[src/gha_pkg.sv]
// Shared types and constants of the gated assignment solver.
// Used by gha_cell and gated_hungarian_assignment_top; depends on nothing else.
package gha_pkg;

    localparam int MAX_TRACKS     = 16;
    localparam int MAX_DETECTIONS = 16;
    localparam int NCOL           = MAX_TRACKS + MAX_DETECTIONS;
    localparam int NREC           = NCOL + 1;

    localparam int IDX_W  = $clog2(NREC);
    localparam int ROW_W  = $clog2(MAX_TRACKS + 1);
    localparam int TR_W   = $clog2(MAX_TRACKS);
    localparam int DET_W  = $clog2(MAX_DETECTIONS);
    localparam int NDET_W = $clog2(MAX_DETECTIONS + 1);
    localparam int COST_W = 32;
    localparam int VAL_W  = 48;
    localparam int PROD_W = COST_W + ROW_W + 1;

    localparam logic signed [VAL_W-1:0] SLACK_MAX = {1'b0, {(VAL_W-1){1'b1}}};
    localparam logic [COST_W-1:0] Q_ONE = 32'd65536;

    // Everything the solver keeps about one column travels in one record.
    typedef struct packed {
        logic [IDX_W-1:0]        idx;
        logic [ROW_W-1:0]        owner;
        logic [IDX_W-1:0]        pred;
        logic signed [VAL_W-1:0] pot;
        logic signed [VAL_W-1:0] slack;
        logic                    vis;
    } col_rec_t;

endpackage

[src/gha_cell.sv]
// One stage of the column ring: holds one column record and passes it on.
// Depends on gha_pkg for the record type.
module gha_cell
(
    input  logic              clk,
    input  logic              en,
    input  gha_pkg::col_rec_t rec_in,
    output gha_pkg::col_rec_t rec_out
);

    gha_pkg::col_rec_t rec_reg;

    always_ff @(posedge clk)
    begin
        if (en)
        begin
            rec_reg <= rec_in;
        end
    end

    assign rec_out = rec_reg;

endmodule

[config.mk]
export PLATFORM = sky130hd
export DESIGN_NAME = gha_cell
export DESIGN_NICKNAME = d
export VERILOG_FILES = /design/src/gha_pkg.sv /design/src/gha_cell.sv
export SDC_FILE = /design/constraint.sdc
export NUM_CORES = 1
export LEC_CHECK = 0
export CORE_AREA = 2 2 89 91
export DETAILED_ROUTE_END_ITERATION = 10
export DIE_AREA = 0 0 91 93
export DONT_BUFFER_PORTS = 1
export PLACE_DENSITY = 0.65
export SETUP_SLACK_MARGIN = 0.5
export SLEW_MARGIN = 20
export SYNTH_ARGS = -nofsm -noshare
export SYNTH_HDL_FRONTEND = slang
export SYNTH_SLANG_ARGS = --single-unit
export TNS_END_PERCENT = 30
[constraint.sdc]
create_clock -name clk -period 0.8 [get_ports clk]
set_input_delay 0.16 -clock clk [delete_from_list [all_inputs] [get_ports clk]]
set_output_delay 0.16 -clock clk [all_outputs]
set_load 0.1 [all_outputs]
==> summary by stage <==
Timing
The count of final hold-check violations is 228. The max-slew violation total from the final report is 0. Based on the critical path, the design can be clocked at up to 748.2 MHz. The final hold slack is -247.9 ps. The normalized max-slew margin is 0.8129. Setup repair after global routing could not meet its margin everywhere.

The count of final setup violators is 114. Adding up every negative setup slack in the final design gives -53,300 ps. The slew at the pin closest to its max-slew limit is ~280 ps. Once routing completed, OpenROAD measured the worst setup slack at -536.6 ps. The minimum clock period is between 1000 and 1500 ps. In the finished design, the share of the clock period the worst path needs comes to 1.671.

Die
During I/O placement, the number of pins put on the boundary was 230. The floorplan core area is between 7000 and 8000 sq um. From bottom edge to top edge, the die measures 93 um. The die is 91 um wide. The number of cell rows is 32. The effective utilization at floorplan is 0.4548. The floorplan die area is between 8000 and 9000 sq um.

Worst setup path
Traced cell by cell, the critical path runs through buf_12. The largest single stage delay on the critical path is about 470 ps. The endpoint class of the critical path is a primary output. Counting both buffers and inverters, the worst setup path holds a total of 1. The required time at the worst-slack endpoint is between 600 and 700 ps. The cell at the slowest stage of the critical path is sky130_fd_sc_hd__edfxtp_1. The kind of launch point of the worst setup path is a register. The highest net fanout along the worst path is 1. The critical path's top delay family is flip-flops.

The arrival time at the worst endpoint is about 1200 ps. The setup path with the least slack is of type register to primary output.

Clock network
The post-CTS setup repair buffer count is 0. Gates resized during post-CTS repair numbered 0. Clock tree synthesis found a total of around 110 sinks.

The buffer levels on the longest clock path is 2. The tree is rooted in a sky130_fd_sc_hd__clkbuf_8. Clock tree synthesis inserted a total of 17 buffers. The H-tree was split into 4 levels. The TritonCTS clock tree is done. The clock transition at the registers of the reported paths is 50 ps.

Layout
The relative area change from synthesis to final layout is 86.22%. The multi-input logic cell count is 0. The number of antenna cells inserted is 0. The area used by multi-input combinational logic is 0 sq um. The fraction of final layout cells with drive strength greater than 1 is 0.5423. The final layout contains roughly 360 nets.

The register with the most flip-flops in the layout has around 110 of them.

Routing
The detailed-route wire length per cell is between 20 and 25 um. The first TritonRoute pass finished after 4 iterations. The remaining routing DRC violations is 0. In this run, the number of DRC markers left after iteration 0 of detailed routing was around 110.

The total vias in the final route is ~1,800. The average via count per standard cell is about 5. Once detail routing completed, the nets flagged for antenna violations numbered 0. The sum of routed wire length over all layers is just under 9 mm.

GRT
The total congestion overflow after global routing is 0. For met1 alone, demand over resource in global routing was 0.2147. The first global-routing pass estimated about 12 mm of wire. The via count of the first global-routing pass is around 1,800.

The initial antenna violation count is 0. For this run, global-route usage on met3 was measured as 0.1273. For this run, the total global-route usage over all layers was measured as 0.2113.

The most congested layer reported by global routing is met2. For this run, global-route usage on met2 was measured as 0.3642. Entering global routing, the biggest net connects about 120 pins.

Logic synthesis
Of the synthesized area, sequential elements account for 1.000. The number of different library cells in the post-synthesis netlist is 1. The flop and latch count out of synthesis is 114. The net count of the mapped netlist is 230. The post-synthesis cell area is about 3400 sq um. The Yosys step of the flow raised 0 warnings.

Each instance of the synthesized netlist takes up on average 30.03 sq um. By area the synthesized netlist is led by sky130_fd_sc_hd__edfxtp_1. The share of synthesized area in the top cell type comes to 1.000. The post-synthesis cell type with the largest combined area is sky130_fd_sc_hd__edfxtp_1. The post-synthesis instance total is between 100 and 150.

Hold path
The tightest min-delay check is of the primary input to register type.

Pwr
The power per unit of standard cell area is 3073 nW/um^2. The worst-case IR drop observed on VDD is approximately 1.9 mV. Summed over all cells, the static leakage comes to 0.002450 uW.

Outcome
The checks that failed: negative hold slack, negative setup slack. The run finished, with violations left.

Run
Max-cap violations in this run came to 0.

Placed design
During placement, the flow inserted port buffers numbering 0. The global placement routability congestion is about 0.71. OpenSTA, run right after detailed placement, puts the worst setup slack at between 10 and 15 ps.
final cells by class:
| cell class | count | area (sq um) |
|---|---|---|
| clock buffer | 20 | 425.4 |
| fill | 327 | 1152 |
| tap | 102 | 127.6 |
| clock inverter | 12 | 116.4 |
| timing repair buffer | 114 | 2282 |
| sequential | 114 | 3423 |
routing by layer:
| metal | part of all wire | wire length (um) |
|---|---|---|
| met5 | 0 | 0 |
| met3 | 0.12 | 1063 |
| met4 | 0.0067 | 59 |
| met1 | 0.31 | 2752 |
| met2 | 0.56 | 4878 |
cells in the mapped netlist:
cell type	instances
sky130_fd_sc_hd__edfxtp_1	114
cell usage in the layout, fill, tap and decap left out:
| master | count |
|---|---|
| sky130_fd_sc_hd__buf_12 | 114 |
| sky130_fd_sc_hd__bufinv_16 | 2 |
| sky130_fd_sc_hd__clkbuf_1 | 3 |
| sky130_fd_sc_hd__clkbuf_16 | 16 |
| sky130_fd_sc_hd__clkbuf_8 | 1 |
| sky130_fd_sc_hd__clkinv_1 | 2 |
| sky130_fd_sc_hd__clkinv_2 | 5 |
| sky130_fd_sc_hd__clkinv_4 | 1 |
| sky130_fd_sc_hd__clkinvlp_4 | 2 |
| sky130_fd_sc_hd__edfxtp_1 | 114 |
power by group:
| part | internal (uW) | switching [uW] |
|---|---|---|
| Clock | 4370 | 2430 |
| Combinational | 1680 | 3560 |
| Sequential | 7140 | 403 |
logic make-up after synthesis:
family,Yosys count,synth area share
flip-flops,114,1.000
metrics by stage:
stage / cells / instance area, sq um / utilization / hold WS, ps / power [uW]
after floorplan: 114 / 3423 / - / 258.9 / 10740
after global placement: 330 / 5833 / 0.7749 / 258.9 / 12850
after detailed placement: 330 / 5833 / 0.7749 / 258.9 / 12930
after CTS: 362 / 6375 / 0.8469 / -267.3 / 19770
after global routing: 362 / 6375 / 0.8469 / -279.3 / 20090
final: 362 / 6375 / 0.8469 / -247.9 / 19590
path summary, 6_finish.rpt:
path	start	to	slack [ps]	depth (start not counted)
hold / removal	rec_in[57]	rec_out[57]	-250	0
setup / recovery	rec_out[102]	rec_out[102]	-540	1
No activity file was read; power rests on OpenSTA's default activity.
